--- src/smu_pkg.sv ---
// Shared types, opcodes and term tables for the small matrix unit.
package smu_pkg;

	localparam int ELEMENT_WIDTH_DEF = 16;
	localparam int RESULT_WIDTH = 51;
	localparam int DEPTH = 9;

	localparam logic [3:0] OP_LOAD_A = 4'd0;
	localparam logic [3:0] OP_LOAD_B = 4'd1;
	localparam logic [3:0] OP_DET2 = 4'd2;
	localparam logic [3:0] OP_DET3 = 4'd3;
	localparam logic [3:0] OP_TR2 = 4'd4;
	localparam logic [3:0] OP_TR3 = 4'd5;
	localparam logic [3:0] OP_COF2 = 4'd6;
	localparam logic [3:0] OP_COF3 = 4'd7;
	localparam logic [3:0] OP_INV2 = 4'd8;
	localparam logic [3:0] OP_INV3 = 4'd9;
	localparam logic [3:0] OP_MUL2 = 4'd10;
	localparam logic [3:0] OP_MUL3 = 4'd11;
	localparam logic [3:0] OP_ADD2 = 4'd12;
	localparam logic [3:0] OP_ADD3 = 4'd13;
	localparam logic [3:0] LAST_INDEX = 4'd8;

	typedef struct packed {
		logic [3:0] opcode;
		logic [3:0] element_index;
		logic signed [15:0] element_value;
	} smu_in_t;

	typedef struct packed {
		logic signed [RESULT_WIDTH-1:0] result_value;
		logic [3:0] result_index;
		logic is_determinant;
		logic status;
		logic last;
	} smu_out_t;

	typedef struct packed {
		logic we_a;
		logic we_b;
		logic [3:0] addr;
	} smu_wr_t;

	typedef struct packed {
		logic [1:0] fac_cnt;
		logic neg;
		logic [2:0] from_b;
		logic [2:0][3:0] idx;
	} smu_term_t;

	localparam logic [3:0] TR3 [9] = '{4'd0, 4'd3, 4'd6, 4'd1, 4'd4, 4'd7, 4'd2, 4'd5, 4'd8};
	localparam logic [1:0] ROW3 [9] = '{2'd0, 2'd0, 2'd0, 2'd1, 2'd1, 2'd1, 2'd2, 2'd2, 2'd2};
	localparam logic [1:0] COL3 [9] = '{2'd0, 2'd1, 2'd2, 2'd0, 2'd1, 2'd2, 2'd0, 2'd1, 2'd2};

	localparam logic [3:0] DET3_IDX [6][3] = '{
		'{4'd0, 4'd4, 4'd8}, '{4'd1, 4'd5, 4'd6}, '{4'd2, 4'd3, 4'd7},
		'{4'd6, 4'd4, 4'd2}, '{4'd7, 4'd5, 4'd0}, '{4'd8, 4'd3, 4'd1}};

	// minor operands a, b, c, d of each cofactor: a*d - c*b
	localparam logic [3:0] COF3_IDX [9][4] = '{
		'{4'd4, 4'd5, 4'd7, 4'd8}, '{4'd3, 4'd5, 4'd6, 4'd8}, '{4'd3, 4'd4, 4'd6, 4'd7},
		'{4'd1, 4'd2, 4'd7, 4'd8}, '{4'd0, 4'd2, 4'd6, 4'd8}, '{4'd0, 4'd1, 4'd6, 4'd7},
		'{4'd1, 4'd2, 4'd4, 4'd5}, '{4'd0, 4'd2, 4'd3, 4'd5}, '{4'd0, 4'd1, 4'd3, 4'd4}};

	function automatic smu_term_t term_desc(input logic [3:0] op, input logic [3:0] e,
			input logic [2:0] t);
		smu_term_t d;
		logic [3:0] k;
		logic [1:0] r;
		logic [1:0] c;
		logic [1:0] m;
		d = '0;
		d.fac_cnt = 2'd1;
		k = 4'd0;
		r = 2'd0;
		c = 2'd0;
		m = 2'd0;
		case (op)
			OP_DET2: begin
				d.fac_cnt = 2'd2;
				d.neg = t[0];
				d.idx[0] = t[0] ? 4'd2 : 4'd0;
				d.idx[1] = t[0] ? 4'd1 : 4'd3;
			end
			OP_DET3: begin
				d.fac_cnt = 2'd3;
				d.neg = (t >= 3'd3);
				d.idx[0] = DET3_IDX[t][0];
				d.idx[1] = DET3_IDX[t][1];
				d.idx[2] = DET3_IDX[t][2];
			end
			OP_TR2: d.idx[0] = {2'b00, e[0], e[1]};
			OP_TR3: d.idx[0] = TR3[e];
			OP_COF2: begin
				d.idx[0] = 4'd3 - e;
				d.neg = (e == 4'd1) || (e == 4'd2);
			end
			OP_INV2: begin
				d.idx[0] = (e == 4'd0) ? 4'd3 : ((e == 4'd3) ? 4'd0 : e);
				d.neg = (e == 4'd1) || (e == 4'd2);
			end
			OP_COF3, OP_INV3: begin
				k = (op == OP_COF3) ? e : TR3[e];
				d.fac_cnt = 2'd2;
				if (!t[0]) begin
					d.idx[0] = COF3_IDX[k][0];
					d.idx[1] = COF3_IDX[k][3];
					d.neg = k[0];
				end else begin
					d.idx[0] = COF3_IDX[k][2];
					d.idx[1] = COF3_IDX[k][1];
					d.neg = !k[0];
				end
			end
			OP_MUL2: begin
				d.fac_cnt = 2'd2;
				d.from_b = 3'b010;
				d.idx[0] = {2'b00, e[1], t[0]};
				d.idx[1] = {2'b00, t[0], e[0]};
			end
			OP_MUL3: begin
				r = ROW3[e];
				c = COL3[e];
				m = t[1:0];
				d.fac_cnt = 2'd2;
				d.from_b = 3'b010;
				d.idx[0] = 4'({r, 1'b0}) + 4'(r) + 4'(m);
				d.idx[1] = 4'({m, 1'b0}) + 4'(m) + 4'(c);
			end
			OP_ADD2, OP_ADD3: begin
				d.idx[0] = e;
				d.from_b = {2'b00, t[0]};
			end
			default: ;
		endcase
		return d;
	endfunction

	function automatic logic [2:0] term_count(input logic [3:0] op);
		logic [2:0] n;
		case (op)
			OP_DET2, OP_COF3, OP_INV3, OP_MUL2, OP_ADD2, OP_ADD3: n = 3'd2;
			OP_DET3: n = 3'd6;
			OP_MUL3: n = 3'd3;
			default: n = 3'd1;
		endcase
		return n;
	endfunction

	function automatic logic [3:0] elem_count(input logic [3:0] op);
		logic [3:0] n;
		case (op)
			OP_DET2, OP_DET3: n = 4'd1;
			default: n = op[0] ? 4'd9 : 4'd4;
		endcase
		return n;
	endfunction

endpackage

--- src/small_matrix_unit.sv ---
// Small matrix unit: 2x2/3x3 determinant, transpose, cofactor, inverse, product, sum.
// Loads are written in the idle state. An operation builds each product term one factor
// at a time (read, then low and high multiply halves) and accumulates it, on one shared
// 33 x ELEMENT_WIDTH multiplier fed from the single read port of each store, and then
// emits each result, waiting while the output is held off; no new item is taken until idle.
// Reset returns the sequencer to idle, empties the output register and makes both
// stores read as all zero.
module small_matrix_unit
	import smu_pkg::*;
#(
	parameter int ELEMENT_WIDTH = ELEMENT_WIDTH_DEF
) (
	input logic clk,
	input logic arst_n,
	input logic cmd_valid,
	output logic cmd_ready,
	input smu_in_t cmd,
	output logic res_valid,
	input logic res_ready,
	output smu_out_t res
);

	typedef enum logic [5:0] {
		S_IDLE = 6'b000001,
		S_RD   = 6'b000010,
		S_MLO  = 6'b000100,
		S_MHI  = 6'b001000,
		S_ACC  = 6'b010000,
		S_EMIT = 6'b100000
	} state_t;

	state_t state_q;
	logic [3:0] op_q;
	logic [3:0] e_q;
	logic [2:0] t_q;
	logic [1:0] fi_q;
	logic det_phase_q;
	logic res_valid_q;
	logic sel_b_q;
	logic signed [ELEMENT_WIDTH-1:0] fac_q;
	logic [63:0] prod_q;
	logic [63:0] tmp_q;
	logic [63:0] acc_q;
	logic [63:0] det_q;
	smu_out_t res_q;
	smu_out_t out_q;

	smu_wr_t wr;
	logic signed [ELEMENT_WIDTH-1:0] wr_data;
	logic signed [ELEMENT_WIDTH-1:0] rd_a;
	logic signed [ELEMENT_WIDTH-1:0] rd_b;
	logic [3:0] eff_op;
	smu_term_t desc;
	logic [2:0] nterm;
	logic [3:0] nelem;
	logic is_inv;
	logic is_det_op;
	logic accept;
	logic out_free;
	logic inv_final;
	logic signed [ELEMENT_WIDTH-1:0] fac_rd;
	logic signed [ELEMENT_WIDTH-1:0] fac_src;
	logic signed [32:0] mul_a;
	logic signed [32+ELEMENT_WIDTH:0] mul_res;
	logic [63:0] acc_sum;

	assign cmd_ready = (state_q == S_IDLE);
	assign accept = cmd_valid && cmd_ready;
	assign out_free = !res_valid_q || res_ready;
	assign res_valid = res_valid_q;
	assign res = out_q;

	assign wr.we_a = accept && (cmd.opcode == OP_LOAD_A) && (cmd.element_index <= LAST_INDEX);
	assign wr.we_b = accept && (cmd.opcode == OP_LOAD_B) && (cmd.element_index <= LAST_INDEX);
	assign wr.addr = cmd.element_index;
	assign wr_data = ELEMENT_WIDTH'(cmd.element_value);

	assign eff_op = det_phase_q ? (op_q[0] ? OP_DET3 : OP_DET2) : op_q;
	assign desc = term_desc(eff_op, e_q, t_q);
	assign nterm = term_count(eff_op);
	assign nelem = elem_count(op_q);
	assign is_inv = (op_q == OP_INV2) || (op_q == OP_INV3);
	assign is_det_op = (op_q == OP_DET2) || (op_q == OP_DET3);
	assign inv_final = is_inv && !res_q.is_determinant && (e_q == nelem - 4'd1);

	assign fac_rd = sel_b_q ? rd_b : rd_a;
	assign fac_src = (state_q == S_MLO) ? fac_rd : fac_q;
	assign mul_a = (state_q == S_MHI) ? {prod_q[63], prod_q[63:32]} : {1'b0, prod_q[31:0]};
	assign mul_res = mul_a * fac_src;
	assign acc_sum = acc_q + prod_q;

	smu_store #(
		.ELEMENT_WIDTH(ELEMENT_WIDTH)
	) u_store (
		.clk(clk),
		.arst_n(arst_n),
		.wr(wr),
		.wr_data(wr_data),
		.rd_addr(desc.idx[fi_q]),
		.rd_a(rd_a),
		.rd_b(rd_b)
	);

	always_ff @(posedge clk or negedge arst_n) begin
		if (!arst_n) begin
			state_q <= S_IDLE;
			op_q <= '0;
			e_q <= '0;
			t_q <= '0;
			fi_q <= '0;
			det_phase_q <= 1'b0;
			res_valid_q <= 1'b0;
		end else begin
			if (state_q == S_EMIT && out_free) res_valid_q <= 1'b1;
			else if (res_ready) res_valid_q <= 1'b0;
			case (state_q)
				S_IDLE: begin
					if (accept) begin
						op_q <= cmd.opcode;
						e_q <= '0;
						t_q <= '0;
						fi_q <= '0;
						det_phase_q <= (cmd.opcode == OP_INV2) || (cmd.opcode == OP_INV3);
						if (cmd.opcode inside {[OP_DET2:OP_ADD3]}) state_q <= S_RD;
					end
				end
				S_RD: state_q <= S_MLO;
				S_MLO: begin
					if (fi_q != 2'd0) state_q <= S_MHI;
					else if (desc.fac_cnt == 2'd1) state_q <= S_ACC;
					else begin
						fi_q <= 2'd1;
						state_q <= S_RD;
					end
				end
				S_MHI: begin
					if (fi_q == desc.fac_cnt - 2'd1) state_q <= S_ACC;
					else begin
						fi_q <= fi_q + 2'd1;
						state_q <= S_RD;
					end
				end
				S_ACC: begin
					fi_q <= '0;
					if (t_q != nterm - 3'd1) begin
						t_q <= t_q + 3'd1;
						state_q <= S_RD;
					end else begin
						t_q <= '0;
						if (det_phase_q) begin
							det_phase_q <= 1'b0;
							state_q <= (acc_sum == 64'd0) ? S_EMIT : S_RD;
						end else begin
							state_q <= S_EMIT;
						end
					end
				end
				S_EMIT: begin
					if (out_free) begin
						if (res_q.last) state_q <= S_IDLE;
						else if (!inv_final) begin
							e_q <= e_q + 4'd1;
							state_q <= S_RD;
						end
					end
				end
				default: state_q <= S_IDLE;
			endcase
		end
	end

	always_ff @(posedge clk) begin
		case (state_q)
			S_IDLE: acc_q <= '0;
			S_RD: sel_b_q <= desc.from_b[fi_q];
			S_MLO: begin
				if (fi_q == 2'd0) prod_q <= desc.neg ? -64'(fac_rd) : 64'(fac_rd);
				else begin
					tmp_q <= 64'(mul_res);
					fac_q <= fac_rd;
				end
			end
			S_MHI: prod_q <= tmp_q + {mul_res[31:0], 32'h0};
			S_ACC: begin
				if (t_q != nterm - 3'd1) acc_q <= acc_sum;
				else begin
					acc_q <= '0;
					if (det_phase_q) begin
						det_q <= acc_sum;
						res_q <= '{result_value: '0, result_index: '0, is_determinant: 1'b1,
							status: 1'b1, last: 1'b1};
					end else begin
						res_q <= '{result_value: acc_sum[RESULT_WIDTH-1:0], result_index: e_q,
							is_determinant: is_det_op, status: 1'b0,
							last: is_det_op || (!is_inv && (e_q == nelem - 4'd1))};
					end
				end
			end
			S_EMIT: begin
				if (out_free) begin
					out_q <= res_q;
					if (inv_final) begin
						res_q <= '{result_value: det_q[RESULT_WIDTH-1:0], result_index: '0,
							is_determinant: 1'b1, status: 1'b0, last: 1'b1};
					end
				end
			end
			default: ;
		endcase
	end

`ifndef SYNTHESIS
	a_singular_form: assert property (@(posedge clk) disable iff (!arst_n)
		res_valid && res.status |-> res.is_determinant && res.last && res.result_value == '0)
		else $error("singular item malformed");
	a_mhi_factor: assert property (@(posedge clk) disable iff (!arst_n)
		state_q == S_MHI |-> fi_q != 2'd0)
		else $error("multiply step on first factor");
	a_term_bound: assert property (@(posedge clk) disable iff (!arst_n)
		state_q == S_ACC |-> t_q < nterm)
		else $error("term index out of range");
	a_singular_det: assert property (@(posedge clk) disable iff (!arst_n)
		state_q == S_EMIT && res_q.status |-> det_q == 64'd0)
		else $error("singular status with nonzero determinant");
`endif

endmodule

--- src/smu_store.sv ---
// Element stores for matrices A and B with registered reads.
module smu_store
	import smu_pkg::*;
#(
	parameter int ELEMENT_WIDTH = ELEMENT_WIDTH_DEF
) (
	input logic clk,
	input logic arst_n,
	input smu_wr_t wr,
	input logic signed [ELEMENT_WIDTH-1:0] wr_data,
	input logic [3:0] rd_addr,
	output logic signed [ELEMENT_WIDTH-1:0] rd_a,
	output logic signed [ELEMENT_WIDTH-1:0] rd_b
);

	logic signed [ELEMENT_WIDTH-1:0] mem_a [DEPTH];
	logic signed [ELEMENT_WIDTH-1:0] mem_b [DEPTH];
	logic [DEPTH-1:0] va_q;
	logic [DEPTH-1:0] vb_q;

	always_ff @(posedge clk or negedge arst_n) begin
		if (!arst_n) begin
			va_q <= '0;
			vb_q <= '0;
		end else begin
			if (wr.we_a) va_q[wr.addr] <= 1'b1;
			if (wr.we_b) vb_q[wr.addr] <= 1'b1;
		end
	end

	always_ff @(posedge clk) begin
		if (wr.we_a) mem_a[wr.addr] <= wr_data;
		if (wr.we_b) mem_b[wr.addr] <= wr_data;
		rd_a <= va_q[rd_addr] ? mem_a[rd_addr] : '0;
		rd_b <= vb_q[rd_addr] ? mem_b[rd_addr] : '0;
	end

endmodule
--- config.mk ---
export PLATFORM = sky130hd
export DESIGN_NAME = small_matrix_unit
export DESIGN_NICKNAME = d
export VERILOG_FILES = /design/src/smu_pkg.sv /design/src/small_matrix_unit.sv /design/src/smu_store.sv
export SDC_FILE = /design/constraint.sdc
export NUM_CORES = 2
export LEC_CHECK = 0
export ABC_AREA = 1
export BUFFER_PORTS_ARGS = -buffer_cell sky130_fd_sc_hd__clkbuf_2
export CELL_PAD_IN_SITES_DETAIL_PLACEMENT = 1
export CELL_PAD_IN_SITES_GLOBAL_PLACEMENT = 1
export CORE_ASPECT_RATIO = 1.75
export CORE_MARGIN = 2
export CORE_UTILIZATION = 50
export DETAILED_ROUTE_END_ITERATION = 12
export GPL_ROUTABILITY_DRIVEN = 0
export PLACE_DENSITY_LB_ADDON = 0.1
export SETUP_SLACK_MARGIN = 0.2
export SKIP_CTS_REPAIR_TIMING = 1
export SKIP_LAST_GASP = 1
export SYNTH_ARGS = -nofsm -noshare
export SYNTH_HDL_FRONTEND = slang
export SYNTH_SLANG_ARGS = --single-unit
--- constraint.sdc ---
create_clock -name clk -period 10.9 [get_ports clk]
set_input_delay 0.545 -clock clk [delete_from_list [all_inputs] [get_ports clk]]
set_output_delay 0.545 -clock clk [all_outputs]
set_load 0.05 [all_outputs]
; ---- Yosys cells after proc, flatten, opt, wreduce, memory -nomap -nowiden
; Memory sizes are Yosys's and may differ from the RTL's. A register that Yosys moved wholly into a read port is not among the register bits.
; Cells that the tools add are included.
[op_classes]
addsub = 14
eq_ne = 44
magnitude_cmp = 11
shifts = 0
n_div = 0
reduce_logical = 51
multipliers = 1
muxes = 84
n_bitwise = 7
[ops]
columns = cell, n
row1 = one-hot mux 64 bit (2 select lines), 2
row2 = two-way mux 58 bit, 4
row3 = two-way mux 64 bit, 3
row4 = adder 64 bit, 2
row5 = one-hot mux 58 bit (2 select lines), 1
row6 = logical NOT 64 bit, 1
row7 = two-way mux 16 bit, 4
row8 = negation 16 -> 64 bit, 1
row9 = two-way mux 4 bit, 14
row10 = multiplier 33 x 16 -> 49 bit, 1
row11 = two-way mux 6 bit, 8
row12 = == test 4 bit (second input constant), 10
row13 = one-hot mux 4 bit (10 select lines), 1
row14 = one-hot mux 6 bit (6 select lines), 1
row15 = two-way mux 33 bit, 1
row16 = == test 4 x 2 -> 1 bit (second input constant), 6
row17 = two-way mux 12 bit, 2
row18 = two-way mux 2 bit, 10
row19 = one-hot mux 4 bit (5 select lines), 1
row20 = bitwise OR 9 bit, 2
row21 = == test 4 x 3 -> 1 bit (second input constant), 4
row22 = inequality test 2 bit (second input constant), 8
row23 = two-way mux 5 bit, 3
row24 = two-way mux 1 bit, 14
row25 = other kinds (58), 108
[totals]
n_memories = 8
word_cells = 245
in_bits = 28
out_inout_bits = 60
romBits = 528
latch_bits = 0
ramBits = 288
regBits = 400
[mem_list]
columns = memory, words, width, read_ports, rd_clocked_by_memory_dff, write_ports, line_no
row1 = (no name shown), 16, 16, 1, 0, 0, smu_pkg.sv:111  ; d.idx[1] = COF3_IDX[k][1];
row2 = u_store.mem_a, 9, 16, 1, 1, 1, smu_store.sv:16  ; logic signed [ELEMENT_WIDTH-1:0] mem_a [DEPTH];
row3 = u_store.mem_b, 9, 16, 1, 1, 1, smu_store.sv:17  ; logic signed [ELEMENT_WIDTH-1:0] mem_b [DEPTH];
row4 = (no name shown), 8, 12, 1, 0, 0, smu_pkg.sv:90  ; d.idx[2] = DET3_IDX[t][2];
row5 = (no name shown), 16, 4, 1, 0, 0, smu_pkg.sv:103  ; k = (op == OP_COF3) ? e : TR3[e];
row6 = (no name shown), 16, 3, 1, 0, 0, smu_pkg.sv:141  ; case (op)
row7 = +2 memories, n/a, n/a, n/a, n/a, n/a, n/a

; ---- Logic depth before layout (Yosys ltp)
[logic_depth]
word_depth = 16
depth_mapped = 45
mapped_depth_nobuf = 43

; ---- By module
; Synthesis repeated with hierarchy kept, for this count alone.
[unflattened]
cells_unflattened = 6372
area_unflattened_um2 = 55454.4
[by_module_without_submodules]
columns = mod, area_each_um2, seq_area_each_um2, n_inst, cells_per_inst
row1 = small_matrix_unit, 42166.7, 11367.2, 1, 5220
row2 = smu_store, 13287.7, 9739.3, 1, 1152

; ---- Worst setup path before layout
; Ideal clock, no wire load.
[synth_path]
path_type = register to register
from = register state_q[1]
to = register prod_q[60] (data pin)
path_stages_with_launch = 43
setup_ns = 0.258
n_path_buf = 2
path_slack_ns = 2.285
required_time_ns = 10.642
period_less_slack_ns = 8.615
t_arrival_ns = 8.357
cell_sequence = dfrtp_1 nor2_1 inv_1 nor4_2 inv_1 clkbuf_1 o21ai_1 inv_2 clkbuf_1 nor2_1 fa_1 inv_1 fa_1 fa_1 fa_1 inv_1 fa_1 inv_1 (+7 left out) nor2_1 o21ai_0 a31oi_1 o21ai_0 nand2_1 nand2_1 xor2_1 ha_1 nand2_1 nor2_1 nand2_1 nor4_1 nand2_1 o211ai_1 a31o_2 a21oi_1 o21ai_0 nand2_1
[synth_between]
elab_chain_len = 5
word_cells_on_any_way = 7
cone_classes = add/sub: 1 / mul: 1 / eq/ne: 2 / mux: 3
[synth_lines]
columns = element, line_no
row1 = start: declaration, small_matrix_unit.sv:32  ; state_t state_q;
row2 = start signal: assignment, small_matrix_unit.sv:152  ; state_q <= (acc_sum == 64'd0) ? S_EMIT : S_RD;
row3 = == test 6 x 4 -> 1 bit / == test 6 x 3 -> 1 bit (equally long branches), "small_matrix_unit.sv:88, small_matrix_unit.sv:87"
row4 = two-way mux 33 bit / two-way mux 16 bit (equally long branches), "small_matrix_unit.sv:88, small_matrix_unit.sv:87"
row5 = multiplier 33 x 16 -> 49 bit *, small_matrix_unit.sv:89  ; assign mul_res = mul_a * fac_src;
row6 = via mul_res[23], small_matrix_unit.sv:64  ; logic signed [32+ELEMENT_WIDTH:0] mul_res;
row7 = adder 64 bit *, small_matrix_unit.sv:183  ; S_MHI: prod_q <= tmp_q + {mul_res[31:0], 32'h0};
row8 = one-hot mux 64 bit (2 select lines) *, small_matrix_unit.sv:173  ; case (state_q)
row9 = end signal: assignment, small_matrix_unit.sv:177  ; if (fi_q == 2'd0) prod_q <= desc.neg ? -64'(fac_rd) : 64'(fac_rd);
row10 = end signal: assignment, small_matrix_unit.sv:183
row11 = end: declaration, small_matrix_unit.sv:41  ; logic [63:0] prod_q;
; The timed path passes the listed nets; every way through them passes the cells marked *.
; A chain may end at the register's enable or synchronous reset.

; ---- Final worst setup path
[layout_path]
from = register state_q[1]
to = register prod_q[61] (data pin)
; Same word-level chain as after synthesis.

==> metrics.txt <==
status=complete, no violations; CTS tree=yes; gr ovfl total=0; drt first-iter violations=2764; syn nets=7348; share of cells above drive strength 1=0.0678; Vias=46500; most frequent cells in the layout=1554 x nand2_1, 1362 x inv_1, 649 x edfxtp_1; final critical-path share of the clock period=0.946; Yosys top cell by area=edfxtp_1; Area Growth Syn to Fin=8.91%; port bufs=87; crit end category=flip-flop; ranking of synthesized cells by area=edfxtp_1 35%, fa_1 18%, nand2_1 10%; initial antenna violation count=9; unrepaired setup endpoints after global routing=no; crit path kind=reg2reg; final hold viol count=0; first-pass GRT wire length=316000 µm; GRT Overall Usage=0.374; clock buffer count from CTS=72; first drt pass iteration count=6; vias in the first global route=51600; largest net degree at the start of global routing=138; commonest non-fill, non-tap cell in the layout=nand2_1; setup TNS=0 ns; Starting Density=0.501; CP Data Arrival Time=10.77 ns; Filler Cell Count=13400; Post-Synthesis Cells=6558; EDFF count, synth=649; dpl ws=0.773 ns; CP most frequent cell=fa_1; final slew viol count=0; Highest Clock Rate=96.9 MHz; critical path's slowest cell=fa_1; final setup fails=0; DRT Wirelength=212000 µm; Final Worst Setup Slack=0.584 ns; vias per cell=5.66; die height=448 µm; Worst-Margin Slew=1.14 ns; Mean Syn Cell Area=8.59 µm²; sequential-to-total area share from yosys stat=0.375; WL/cell=25.8 µm; Crit path required time=11.36 ns; Post-Synthesis Cell Area=56400 µm²; #FFs+latches synth=720; MaxCap Viol Count=0; clk slew on worst S/H paths=0.06 ns; layout net count=7454; Max H-tree Level=3; DP HPWL=163000 µm; I/O pins=88; CTS Buffer Depth=3; Setup crit start kind=flip-flop; clk_skew=0.0622 ns; Die X=258 µm; Max FO, Critical Path=40; slowest stage delay, CP=0.70 ns; core area=112000 µm²; synth warn=0; Residual DRC=0; area share of the largest cell type after synthesis=0.346; ys flop type=edfxtp_1; slew margin rel.=0.239; Post-DRT Antenna Nets=0; Clock Sinks=720; row cnt=163; class of the worst hold path=in2reg; clock latency at the later pin of the worst-skew pair=0.72 ns; Die ar.=116000 µm²; post-synthesis async set-or-reset flop share=0.0542; Synth cell types=63; Min Clock Period, post-route=10.32 ns; CTS Root Cell=clkbuf_16
## state kept, by name (all words and copies together) (netlist names), 49 cells and up
name,count
u_store.mem_a,144
res_q,58
prod_q,64
u_store.mem_b,144
det_q,51
res,58
acc_q,64
tmp_q,49
## Yosys cell counts (all sizes together), types with 2 or more instances
cell	number
o21ai	258
and2	3
dfxtp	32
nand2	1567
nor4	14
a31oi	16
o221ai	3
o22ai	4
fa	506
and3	2
a21oi	221
o21bai	16
o211ai	11
clkinv	20
dfrtp	38
clkbuf	118
a221oi	3
a21o	8
a21boi	5
o31ai	8
or2	35
xnor2	55
nand3b	53
nor2	627
edfxtp	649
ha	256
nand4	27
inv	1382
o21a	8
buf	63
nor3	32
xor2	45
nand3	458
a211oi	6
## kinds of logic after synthesis
kind of cell    Yosys count  synth area share
simple gates           2819             0.208
buf+inv                1583             0.109
fa+ha+maj               762             0.237
flops                   720             0.375
compound gates          573            0.0563
xor+xnor                100            0.0155
mux                       1          0.000178
## per-stage QoR
stage / instances / cell area [µm²] / hold slack [ns] / utilization
3_5_place_dp: 8074 / 58900 / 0.406 / 0.524
6_report: 8209 / 61400 / 0.156 / 0.546
3_3_place_gp: 8074 / 58900 / 0.401 / 0.524
4_1_cts: 8207 / 61400 / -0.105 / 0.546
5_1_grt: 8209 / 61400 / 0.157 / 0.546
2_1_floorplan: 6558 / 56400 / 0.249 / -
## cell type report
type                    count  area, µm²  share of cell area
clock inverters            46        538             0.00877
inverters                1402       5270              0.0858
well taps                1485       1860              0.0303
diodes                      1       2.50           0.0000408
flip-flops and latches    720      21100               0.344
repair buffers            213       1380              0.0225
clock buffers              87       1930              0.0315
multi-input cells        4255      29300               0.477
## worst paths after layout
check / cells after the start / slack, ns / endpoint / startpoint
max in group asynchronous: 3 / 9.99 / state_q[3] / arst_n
setup / recovery: 31 / 0.58 / prod_q[61] / state_q[1]
hold reg to reg: 0 / 0.41 / res[56] / res_q[56]
hold / removal: 3 / 0.16 / op_q[2] / cmd[22]
setup reg to reg: 31 / 0.58 / prod_q[61] / state_q[1]
min in group asynchronous: 3 / 0.50 / u_store.va_q[5] / arst_n
## worst max-delay path: cells and delay by family (launching register included)
kind | cells | cell delay [ns]
AOI/OAI and AO/OA | 9 | 2.51
buffers and inverters | 6 | 1.61
adders and majority gates | 8 | 3.93
and+or+nand+nor | 7 | 1.34
xor gates and xnor gates | 1 | 0.20
DFF | 1 | 0.40
## layer usage
layer	global-route usage	share of wire	vias to the layer above
li1	-	-	20600
met4	0.361	0.12	14
met5	0	0.00045	-
met3	0.0778	0.058	928
met2	0.673	0.51	1589
met1	0.346	0.31	23300
Power is left out: the tool's default activity adds up to more than one toggle a clock period on the data nets, which glitch-free logic cannot reach.
